[config.mk]
export PLATFORM = sky130hd
export DESIGN_NAME = rgb_to_hsv_converter
export DESIGN_NICKNAME = d
export VERILOG_FILES = /design/src/sv/rhc_pkg.sv /design/src/sv/rgb_to_hsv_converter.sv /design/src/sv/rhc_div_pipe.sv
export SDC_FILE = /design/constraint.sdc
export NUM_CORES = 2
export LEC_CHECK = 0
export BUFFER_PORTS_ARGS = -buffer_cell sky130_fd_sc_hd__buf_2
export CAP_MARGIN = 5
export CORE_MARGIN = 2
export CORE_UTILIZATION = 46
export DETAILED_ROUTE_END_ITERATION = 12
export GPL_TIMING_DRIVEN = 0
export PLACE_DENSITY = 0.66
export SYNTH_ARGS = -nofsm -noshare
export SYNTH_HDL_FRONTEND = slang
export SYNTH_SLANG_ARGS = --single-unit
[constraint.sdc]
create_clock -name clk -period 28.9 [get_ports clk]
set_clock_uncertainty 0.05 [all_clocks]
set_input_delay 7.225 -clock clk [delete_from_list [all_inputs] [get_ports clk]]
set_output_delay 7.225 -clock clk [all_outputs]
set_load 0.005 [all_outputs]
[src/sv/rhc_pkg.sv]
// ----------------------------------------------------------------------------
// RGB to HSV converter package
// Shared payload types, widths and the restoring division step.
// ----------------------------------------------------------------------------
package rhc_pkg;

    localparam int unsigned COMP_W = 8;
    localparam int unsigned HUE_W = 15;
    localparam int unsigned SAT_W = 17;
    localparam int unsigned QUOT_W = 17;
    localparam int unsigned DVD_W = QUOT_W + COMP_W;
    localparam int unsigned N_W = 11;
    localparam int unsigned HUE_SECTOR = 3840;
    localparam int unsigned SAT_SHIFT = 16;

    typedef struct packed {
        logic [COMP_W-1:0] red;
        logic [COMP_W-1:0] green;
        logic [COMP_W-1:0] blue;
    } rhc_pixel_t;

    typedef struct packed {
        logic [HUE_W-1:0]  hue;
        logic [SAT_W-1:0]  saturation;
        logic [COMP_W-1:0] value_level;
    } rhc_hsv_t;

    // Partial remainder, dividend bits still to shift in with quotient bits
    // shifting in behind them, and the divisor.
    typedef struct packed {
        logic [COMP_W-1:0] rem;
        logic [QUOT_W-1:0] quot;
        logic [COMP_W-1:0] divisor;
    } rhc_lane_t;

    function automatic rhc_lane_t div_step(rhc_lane_t x);
        rhc_lane_t         y;
        logic [COMP_W:0]   trial;
        logic [COMP_W:0]   diff;
        logic              q_bit;
        trial = {x.rem, x.quot[QUOT_W-1]};
        diff = trial - {1'b0, x.divisor};
        q_bit = (trial >= {1'b0, x.divisor});
        y.divisor = x.divisor;
        y.rem = q_bit ? diff[COMP_W-1:0] : trial[COMP_W-1:0];
        y.quot = {x.quot[QUOT_W-2:0], q_bit};
        return y;
    endfunction

endpackage

[src/sv/rgb_to_hsv_converter.sv]
// ----------------------------------------------------------------------------
// RGB to HSV converter
// Converts one 8-bit RGB pixel per clock to hue, saturation and value.
//
//   Channel  Signals               Direction  Transfer
//   pixel    start, busy, pixel    in         start high while busy is low
//   result   done, result          out        done high for one cycle
//
// A pixel is taken in every cycle that start is high; busy is always low.
// The pipeline is the input register, extrema and hue offset, dividend
// setup, 17 restoring division stages (one quotient bit each) and the
// output register.
// Reset clears only the valid bits; the receiver cannot stall.
// ----------------------------------------------------------------------------
module rgb_to_hsv_converter
(
    input  logic                clk,
    input  logic                rst_n,
    input  logic                start,
    output logic                busy,
    input  rhc_pkg::rhc_pixel_t pixel,
    output logic                done,
    output rhc_pkg::rhc_hsv_t   result
);

    localparam int unsigned CW = rhc_pkg::COMP_W;
    localparam int unsigned NW = rhc_pkg::N_W;
    localparam int unsigned DW = rhc_pkg::DVD_W;
    localparam int unsigned QW = rhc_pkg::QUOT_W;

    logic                s1_valid_reg;
    rhc_pkg::rhc_pixel_t s1_pix_reg;

    logic                s2_valid_reg;
    logic [CW-1:0]       s2_max_reg;
    logic [CW-1:0]       s2_delta_reg;
    logic [NW-1:0]       s2_n_reg;
    logic [CW-1:0]       s2_max_next;
    logic [CW-1:0]       s2_delta_next;
    logic [NW-1:0]       s2_n_next;

    logic                s3_valid_reg;
    rhc_pkg::rhc_lane_t  s3_sat_reg;
    rhc_pkg::rhc_lane_t  s3_hue_reg;
    logic [CW-1:0]       s3_value_reg;
    rhc_pkg::rhc_lane_t  s3_sat_next;
    rhc_pkg::rhc_lane_t  s3_hue_next;

    logic                div_valid;
    logic [QW-1:0]       div_sat_quot;
    logic [QW-1:0]       div_hue_quot;
    logic [CW-1:0]       div_value;

    logic                done_reg;
    rhc_pkg::rhc_hsv_t   result_reg;
    rhc_pkg::rhc_hsv_t   result_next;

    assign busy = 1'b0;

    always_ff @(posedge clk or negedge rst_n)
    begin
        if (!rst_n)
        begin
            s1_valid_reg <= 1'b0;
            s2_valid_reg <= 1'b0;
            s3_valid_reg <= 1'b0;
            done_reg <= 1'b0;
        end
        else
        begin
            s1_valid_reg <= start && !busy;
            s2_valid_reg <= s1_valid_reg;
            s3_valid_reg <= s2_valid_reg;
            done_reg <= div_valid;
        end
    end

    always_ff @(posedge clk)
    begin
        s1_pix_reg <= pixel;
        s2_max_reg <= s2_max_next;
        s2_delta_reg <= s2_delta_next;
        s2_n_reg <= s2_n_next;
        s3_sat_reg <= s3_sat_next;
        s3_hue_reg <= s3_hue_next;
        s3_value_reg <= s2_max_reg;
        result_reg <= result_next;
    end

    // Hue offset: the sector base is picked by the largest component, red
    // first and green second on ties, and a negative offset wraps by six
    // sectors.
    always_comb
    begin
        logic [CW-1:0]        mx;
        logic [CW-1:0]        mn;
        logic signed [NW:0]   d_s;
        logic signed [NW:0]   r_s;
        logic signed [NW:0]   g_s;
        logic signed [NW:0]   b_s;
        logic signed [NW:0]   n_raw;
        logic signed [NW:0]   n_wrap;
        mx = s1_pix_reg.red;
        mn = s1_pix_reg.red;
        if (s1_pix_reg.green > mx) mx = s1_pix_reg.green;
        if (s1_pix_reg.blue > mx) mx = s1_pix_reg.blue;
        if (s1_pix_reg.green < mn) mn = s1_pix_reg.green;
        if (s1_pix_reg.blue < mn) mn = s1_pix_reg.blue;
        s2_max_next = mx;
        s2_delta_next = mx - mn;
        d_s = $signed({{(NW+1-CW){1'b0}}, s2_delta_next});
        r_s = $signed({{(NW+1-CW){1'b0}}, s1_pix_reg.red});
        g_s = $signed({{(NW+1-CW){1'b0}}, s1_pix_reg.green});
        b_s = $signed({{(NW+1-CW){1'b0}}, s1_pix_reg.blue});
        if (s1_pix_reg.red == mx)
        begin
            n_raw = g_s - b_s;
        end
        else if (s1_pix_reg.green == mx)
        begin
            n_raw = (d_s <<< 1) + b_s - r_s;
        end
        else
        begin
            n_raw = (d_s <<< 2) + r_s - g_s;
        end
        n_wrap = n_raw;
        if (n_raw < 0)
        begin
            n_wrap = n_raw + (d_s <<< 2) + (d_s <<< 1);
        end
        s2_n_next = n_wrap[NW-1:0];
    end

    // A grey pixel divides zero by one, so both quotients come out zero.
    always_comb
    begin
        logic [DW-1:0] sat_dvd;
        logic [DW-1:0] hue_dvd;
        sat_dvd = {{(DW-CW){1'b0}}, s2_delta_reg} << rhc_pkg::SAT_SHIFT;
        hue_dvd = {{(DW-NW){1'b0}}, s2_n_reg} * DW'(rhc_pkg::HUE_SECTOR);
        s3_sat_next.rem = sat_dvd[DW-1:QW];
        s3_sat_next.quot = sat_dvd[QW-1:0];
        s3_sat_next.divisor = (s2_delta_reg == '0) ? CW'(1) : s2_max_reg;
        s3_hue_next.rem = hue_dvd[DW-1:QW];
        s3_hue_next.quot = hue_dvd[QW-1:0];
        s3_hue_next.divisor = (s2_delta_reg == '0) ? CW'(1) : s2_delta_reg;
    end

    rhc_div_pipe u_div
    (
        .clk          (clk),
        .rst_n        (rst_n),
        .in_valid     (s3_valid_reg),
        .in_sat       (s3_sat_reg),
        .in_hue       (s3_hue_reg),
        .in_value     (s3_value_reg),
        .out_valid    (div_valid),
        .out_sat_quot (div_sat_quot),
        .out_hue_quot (div_hue_quot),
        .out_value    (div_value)
    );

    always_comb
    begin
        result_next.hue = div_hue_quot[rhc_pkg::HUE_W-1:0];
        result_next.saturation = div_sat_quot[rhc_pkg::SAT_W-1:0];
        result_next.value_level = div_value;
    end

    assign done = done_reg;
    assign result = result_reg;

endmodule

[src/sv/rhc_div_pipe.sv]
// ----------------------------------------------------------------------------
// RGB to HSV divider pipeline
// Two restoring dividers side by side, one quotient bit per register stage.
// ----------------------------------------------------------------------------
module rhc_div_pipe
(
    input  logic                       clk,
    input  logic                       rst_n,
    input  logic                       in_valid,
    input  rhc_pkg::rhc_lane_t         in_sat,
    input  rhc_pkg::rhc_lane_t         in_hue,
    input  logic [rhc_pkg::COMP_W-1:0] in_value,
    output logic                       out_valid,
    output logic [rhc_pkg::QUOT_W-1:0] out_sat_quot,
    output logic [rhc_pkg::QUOT_W-1:0] out_hue_quot,
    output logic [rhc_pkg::COMP_W-1:0] out_value
);

    localparam int unsigned STAGES = rhc_pkg::QUOT_W;

    logic                       valid_reg [STAGES];
    rhc_pkg::rhc_lane_t         sat_reg   [STAGES];
    rhc_pkg::rhc_lane_t         hue_reg   [STAGES];
    logic [rhc_pkg::COMP_W-1:0] value_reg [STAGES];

    genvar k;
    generate
        for (k = 0; k < STAGES; k++)
        begin : g_stage
            logic                       valid_prev;
            rhc_pkg::rhc_lane_t         sat_prev;
            rhc_pkg::rhc_lane_t         hue_prev;
            logic [rhc_pkg::COMP_W-1:0] value_prev;

            if (k == 0)
            begin : g_first
                assign valid_prev = in_valid;
                assign sat_prev = in_sat;
                assign hue_prev = in_hue;
                assign value_prev = in_value;
            end
            else
            begin : g_next
                assign valid_prev = valid_reg[k-1];
                assign sat_prev = sat_reg[k-1];
                assign hue_prev = hue_reg[k-1];
                assign value_prev = value_reg[k-1];
            end

            always_ff @(posedge clk or negedge rst_n)
            begin
                if (!rst_n)
                begin
                    valid_reg[k] <= 1'b0;
                end
                else
                begin
                    valid_reg[k] <= valid_prev;
                end
            end

            always_ff @(posedge clk)
            begin
                sat_reg[k] <= rhc_pkg::div_step(sat_prev);
                hue_reg[k] <= rhc_pkg::div_step(hue_prev);
                value_reg[k] <= value_prev;
            end
        end
    endgenerate

    assign out_valid = valid_reg[STAGES-1];
    assign out_sat_quot = sat_reg[STAGES-1].quot;
    assign out_hue_quot = hue_reg[STAGES-1].quot;
    assign out_value = value_reg[STAGES-1];

endmodule

# After elaboration in Yosys (flattened, before gate mapping)
# Memory sizes are Yosys's and may differ from the RTL's. A register that Yosys moved wholly into a read port is not among the register bits.
# Index checks and enable logic that the tools add are counted.
# classes
addsub	42
multipliers	1
n_lt_le_gt_ge	39
n_eq_ne	2
muxes	41
reduce_logical	1
# op_table
cell	n
8-bit 2-to-1 mux	38
9-bit by 8-bit greater-or-equal comparator with 1-bit output	32
8-bit subtractor	34
12-bit 2-to-1 mux	2
8-bit == test	2
8-bit greater-than comparator	2
8-bit < comparator	2
11-bit by 4-bit multiplier with 15-bit output, second input constant	1
12-bit by 1-bit < comparator with 1-bit output, second input constant	1
11-bit by 8-bit subtractor with 12-bit output	1
10-bit by 8-bit adder with 11-bit output	1
11-bit by 10-bit adder with 11-bit output	1
11-bit adder	1
11-bit 2-to-1 mux	1
10-bit by 8-bit subtractor with 11-bit output	1
9-bit by 8-bit adder with 10-bit output	1
8-bit by 8-bit subtractor with 9-bit output	1
7-bit by 8-bit greater-or-equal comparator with 1-bit output	1
8-bit greater-or-equal comparator	1
8-bit logical NOT	1
7-bit by 8-bit subtractor with 8-bit output	1
# word_totals
register_bits	119
ram_bits	1258
out_inout_bits	42
memories	3
# memory_table
name	words	width	read_ports	rd_clocked_by_memory_dff	wr	line	source
u_div.hue_reg	17	33	17	1	17	rhc_div_pipe.sv:23	rhc_pkg::rhc_lane_t hue_reg [STAGES];
u_div.sat_reg	17	33	17	1	17	rhc_div_pipe.sv:22	rhc_pkg::rhc_lane_t sat_reg [STAGES];
u_div.value_reg	17	8	17	1	17	rhc_div_pipe.sv:24	logic [rhc_pkg::COMP_W-1:0] value_reg [STAGES];

# Logic depth before layout (Yosys ltp)
# depth
depth_word	12
mapped_depth	47

# Hierarchy
# From an unflattened synthesis, not the netlist that was laid out.
# hier_totals
hier_cells	4202
area_unflattened_um2	48114.9
# modules_own_cells
mod	instances	cells_per_inst	area_each_um2
rhc_div_pipe	1	3400	39979.6
rgb_to_hsv_converter	1	802	8135.3

# Least setup slack after synthesis
# No wires, ideal clock.
# synth_timing
kind	flip-flop to flip-flop
from	reg s1_pix_reg[9] (netlist bit)
to	reg s2_n_reg[10]
setup_ns	0.122
t_arrival_ns	9.174
path_slack_ns	19.554
path_stages_with_launch	47
n_path_buf	2
path_cell_list	dfxtp_1 -> inv_1 -> ha_1 -> nor2b_4 -> o211ai_1 -> a21oi_1 -> nor2_1 -> clkbuf_1 -> nor2_1 -> a21oi_1 -> ha_1 -> a21o_1 -> a21o_1 -> a21oi_1 -> o21a_1 -> a31o_2 -> clkbuf_1 -> mux2_2 -> [11 not listed] -> nor2_1 -> nor2_1 -> o21bai_1 -> a21oi_1 -> o21bai_1 -> a21oi_1 -> xor2_1 -> xnor2_1 -> o21a_1 -> mux2_2 -> ha_1 -> ha_1 -> a21oi_1 -> xnor2_1 -> nand3_1 -> xnor2_1 -> xnor2_1 -> a311o_1
# synth_via
elab_chain_len	12
elab_cells_between_ends	22
cone_classes	add/sub (8); order compare (5); eq/ne (2); mux (7)
# synth_rtl
item	line	source
start, declared	rgb_to_hsv_converter.sv:32	rhc_pkg::rhc_pixel_t s1_pix_reg;
start signal, assigned	rgb_to_hsv_converter.sv:80	s1_pix_reg <= pixel;
8-bit greater-than comparator / 8-bit < comparator (equally long branches)	rgb_to_hsv_converter.sv:105, rgb_to_hsv_converter.sv:107	
8-bit 2-to-1 mux, on equally long branches	rgb_to_hsv_converter.sv:105, rgb_to_hsv_converter.sv:107	
8-bit greater-than comparator / 8-bit < comparator (equally long branches)	rgb_to_hsv_converter.sv:106, rgb_to_hsv_converter.sv:108	
8-bit 2-to-1 mux, on equally long branches	rgb_to_hsv_converter.sv:106, rgb_to_hsv_converter.sv:108	
8-bit subtractor (*)	rgb_to_hsv_converter.sv:110	s2_delta_next = mx - mn;
net s2_delta_next[3]	rgb_to_hsv_converter.sv:39	logic [CW-1:0] s2_delta_next;
10-bit by 8-bit adder with 11-bit output / 9-bit by 8-bit adder with 10-bit output (equally long branches)	rgb_to_hsv_converter.sv:125, rgb_to_hsv_converter.sv:121	
11-bit by 8-bit subtractor with 12-bit output / 10-bit by 8-bit subtractor with 11-bit output (equally long branches)	rgb_to_hsv_converter.sv:125, rgb_to_hsv_converter.sv:121	
12-bit 2-to-1 mux	rgb_to_hsv_converter.sv:119	else if (s1_pix_reg.green == mx)
12-bit 2-to-1 mux	rgb_to_hsv_converter.sv:115	if (s1_pix_reg.red == mx)
11-bit adder	rgb_to_hsv_converter.sv:130	n_wrap = n_raw + (d_s <<< 2) + (d_s <<< 1);
11-bit by 10-bit adder with 11-bit output	rgb_to_hsv_converter.sv:130	
11-bit 2-to-1 mux (*)	rgb_to_hsv_converter.sv:128	if (n_raw < 0)
net s2_n_next[10]	rgb_to_hsv_converter.sv:40	logic [NW-1:0] s2_n_next;
end signal, assigned	rgb_to_hsv_converter.sv:83	s2_n_reg <= s2_n_next;
end, declared	rgb_to_hsv_converter.sv:37	logic [NW-1:0] s2_n_reg;
# Mark *: on every way through the listed nets, which the timed path passes. The rest lies on a longest branch.
# A chain may end at the register's enable or synchronous reset.

# Final worst setup path
# layout_timing
from	reg s1_pix_reg[11] (netlist bit)
to	reg s2_n_reg[10]
# layout_via
elab_chain_len	12
elab_cells_between_ends	22
cone_classes	add/sub (8); order compare (5); eq/ne (2); mux (7)
# layout_rtl
item	line	source
8-bit greater-than comparator	rgb_to_hsv_converter.sv:105	if (s1_pix_reg.green > mx) mx = s1_pix_reg.green;
8-bit 2-to-1 mux (*)	rgb_to_hsv_converter.sv:105	
8-bit greater-than comparator	rgb_to_hsv_converter.sv:106	if (s1_pix_reg.blue > mx) mx = s1_pix_reg.blue;
8-bit 2-to-1 mux (*)	rgb_to_hsv_converter.sv:106	
net s2_max_next[2]	rgb_to_hsv_converter.sv:38	logic [CW-1:0] s2_max_next;
8-bit subtractor (*)	rgb_to_hsv_converter.sv:110	
net s2_delta_next[3]	rgb_to_hsv_converter.sv:39	
10-bit by 8-bit adder with 11-bit output / 9-bit by 8-bit adder with 10-bit output (equally long branches)	rgb_to_hsv_converter.sv:125, rgb_to_hsv_converter.sv:121	
11-bit by 8-bit subtractor with 12-bit output / 10-bit by 8-bit subtractor with 11-bit output (equally long branches)	rgb_to_hsv_converter.sv:125, rgb_to_hsv_converter.sv:121	
12-bit 2-to-1 mux	rgb_to_hsv_converter.sv:119	
12-bit 2-to-1 mux	rgb_to_hsv_converter.sv:115	
11-bit adder	rgb_to_hsv_converter.sv:130	
11-bit by 10-bit adder with 11-bit output	rgb_to_hsv_converter.sv:130	
11-bit 2-to-1 mux (*)	rgb_to_hsv_converter.sv:128	
net s2_n_next[10]	rgb_to_hsv_converter.sv:40	
# Marks and branches as above.

==> flow_summary_export.csv <==
group,metric,value,unit
sta,hold_ws,0.240,ns
die,die_area,90700,um2
grt,grt_first_pass_wirelength,110000,um
grt,track_usage,0.144,
cells_and_area,drive_gt1_frac,0.0766,
setup_path,rr_worst_depth,42,
clock_tree,cts_resized,0,
synth,synth.avg_cell_area,10.9,um2
setup_path,critPathBufInv,5,
route,drt_wl_total,64200,um
cells_and_area,fin_area,46400,um2
die,row_count,108,
grt,grt_antenna_before_repair,0,
synth,synth_edf_count,0,
job,cap_violations,0,
synth,yosys_warnings,0,
sta,max_freq,88.3,MHz
synth,netlist_instances,3721,
sta,hold_viol,0,
die,fp.dieH,301,um
worst_hold_path,min_delay_worst_endpoint,"u_div.value_reg[0][3]",
cells_and_area,nNetsFinal,4365,
placement,placed_area,42400,um2
clock_tree,clockBufferDepth,3,
clock_tree,cts_tree,"built",
cells_and_area,diodes,0,
setup_path,cpPeakStageDelay,1.13,ns
setup_path,cpMostUsedCell,"ha_1",
setup_path,endpoint_kind,"register",
synth,synth_cell_types,82,
setup_path,cp_data_required_time,29.38,ns
route,drc,0,
setup_path,cp-start-kind,"register",
synth,synth_area,40600,um2
sta,setup_tns,0,ns
sta,rsz0062_at_grt,"no",
setup_path,path_delay_family,"compound AO/OA/AOI/OAI gates",
route,drt-vias-per-instance,4.76,
clock_tree,root_buffer,"clkbuf_16",
clock_tree,post-cts-setup-buffers,0,
route,firstDrtPassIters,5,
outcome,outcome,"complete, but fails checks",
clock_tree,cts.sinks,1116,
cells_and_area,areaGrowthSynthToFinish,14.1,%
grt,grt_remaining_overflow,0,
synth,ys.flop_type,"dfxtp_1",
grt,grt_pass1_vias,24800,
clock_tree,clk_pin_slew_worst_paths,0.06,ns
route,first_iter_violations,897,
sta,setup_violations,0,
clock_tree,ctsHoldBuffers,0,
setup_path,r2r-start,"s1_pix_reg[11]",
die,io_pins,69,
synth,yosysSeqAreaShare,0.553,
sta,final_max_slew_viol_count,4,
clock_tree,clk_latency,0.70,ns
setup_path,crit_arrival,11.80,ns
synth,ys_async_sr_fraction,0.0188,
setup_path,r2r-end,"s2_n_reg[10]",
die,initial_core_util,0.466,
sta,max_slew_margin,-0.0259,
worst_hold_path,min_from,"s3_value_reg[3]",
setup_path,crit_type,"reg2reg",
sta,period_needed,11.32,ns
clock_tree,cts_buffers,111,
synth,synth-seq-cells,1116,
setup_path,r2r_slack,17.58,ns
worst_hold_path,whs_path_depth,0,
synth,synth_nets,4185,
outcome,failed_checks,"max-slew violations",
die,die_w,301,um
sta,timing.final.crit_share,0.392,
route,wl_per_cell,12.5,um
placement,hpwl,48000,um
die,core-area,87200,um2
setup_path,cp_max_fo,6,
clock_tree,htree_levels,3,
setup_path,slowest_stage,"o31ai_1",
sta,tightest_slew,1.54,ns
placement,gp_congestion,0.879,
worst_hold_path,hold_path_class,"reg2reg",
route,ant_nets,0,
placement,preCtsSetupSlack,17.73,ns
grt,grt_max_degree,22,
route,vias,24500,
sta,timing.final.ws_setup,17.58,ns
placement,port_buffers,67,
cells_and_area,largest_reg_flops,412,
[cell families after synthesis]
logic type	Yosys count	share of synthesized area
buffers and inverters	505	0.0470
and+or+nand+nor	738	0.0921
xor gates and xnor gates	169	0.0366
other	1	0.0000923
adders and majority gates	438	0.148
DFF	1116	0.553
muxes	53	0.0146
AOI/OAI and AO/OA	701	0.109
[per-layer routing]
layer	global-route usage	up-vias	wire, um
li1	-	12700	-
met1	0.157	11300	26800
met2	0.274	341	32900
met3	0.0282	154	2330
met4	0.0551	0	2120
met5	0	-	0
[cells in the mapped netlist, drive strengths merged (43+ instances only)]
| master | count | area, um2 |
|---|---|---|
| a21o | 104 | 781 |
| a21oi | 104 | 528 |
| and2 | 69 | 432 |
| clkbuf | 43 | 161 |
| dfxtp | 1095 | 21900 |
| fa | 73 | 1460 |
| ha | 364 | 4550 |
| inv | 454 | 1700 |
| nand2 | 208 | 781 |
| nand2b | 83 | 519 |
| nand4 | 45 | 303 |
| nor2 | 159 | 599 |
| nor2b | 82 | 521 |
| o21ai | 318 | 1610 |
| o31ai | 62 | 479 |
| xnor2 | 88 | 778 |
| xor2 | 81 | 709 |
[cell usage in the layout (no fill, tap or decap), drive strengths merged, types with 83 or more instances in the layout]
master	count
clkbuf	202
nand2	208
inv	456
ha	364
nor2	159
dfxtp	1095
nand2b	83
o21ai	318
xnor2	88
a21oi	104
a21o	104
[final cells by class]
| cell class | instances | area (um2) |
|---|---|---|
| fill | 7630 | 40800 |
| inverter | 455 | 1710 |
| multi-input combinational | 2100 | 16300 |
| clock buffer | 159 | 3190 |
| tap | 1155 | 1450 |
| timing repair buffer | 67 | 335 |
| buffer | 50 | 201 |
| clock inverter | 47 | 774 |
| sequential | 1116 | 22400 |
[worst max-delay path by stage]
stage	startpoint	depth (start not counted)	slack, ns	endpoint
3_3_place_gp	s1_pix_reg[11]	42	17.81	s2_n_reg[10]
2_1_floorplan	s1_pix_reg[9]	46	19.55	s2_n_reg[10]
5_1_grt	s1_pix_reg[11]	43	16.88	s2_n_reg[10]
4_1_cts	s1_pix_reg[11]	42	17.71	s2_n_reg[10]
6_report	s1_pix_reg[11]	42	17.58	s2_n_reg[10]
3_5_place_dp	s1_pix_reg[11]	42	17.73	s2_n_reg[10]
[per-stage QoR]
stage / util / cells
3_5_place_dp: 0.487 / 4943
4_1_cts: 0.532 / 5149
5_1_grt: 0.532 / 5149
6_report: 0.532 / 5149
3_3_place_gp: 0.487 / 4943
2_1_floorplan: - / 3721
Power is left out: the tool's default activity adds up to more than one toggle a clock period on the data nets, which glitch-free logic cannot reach.
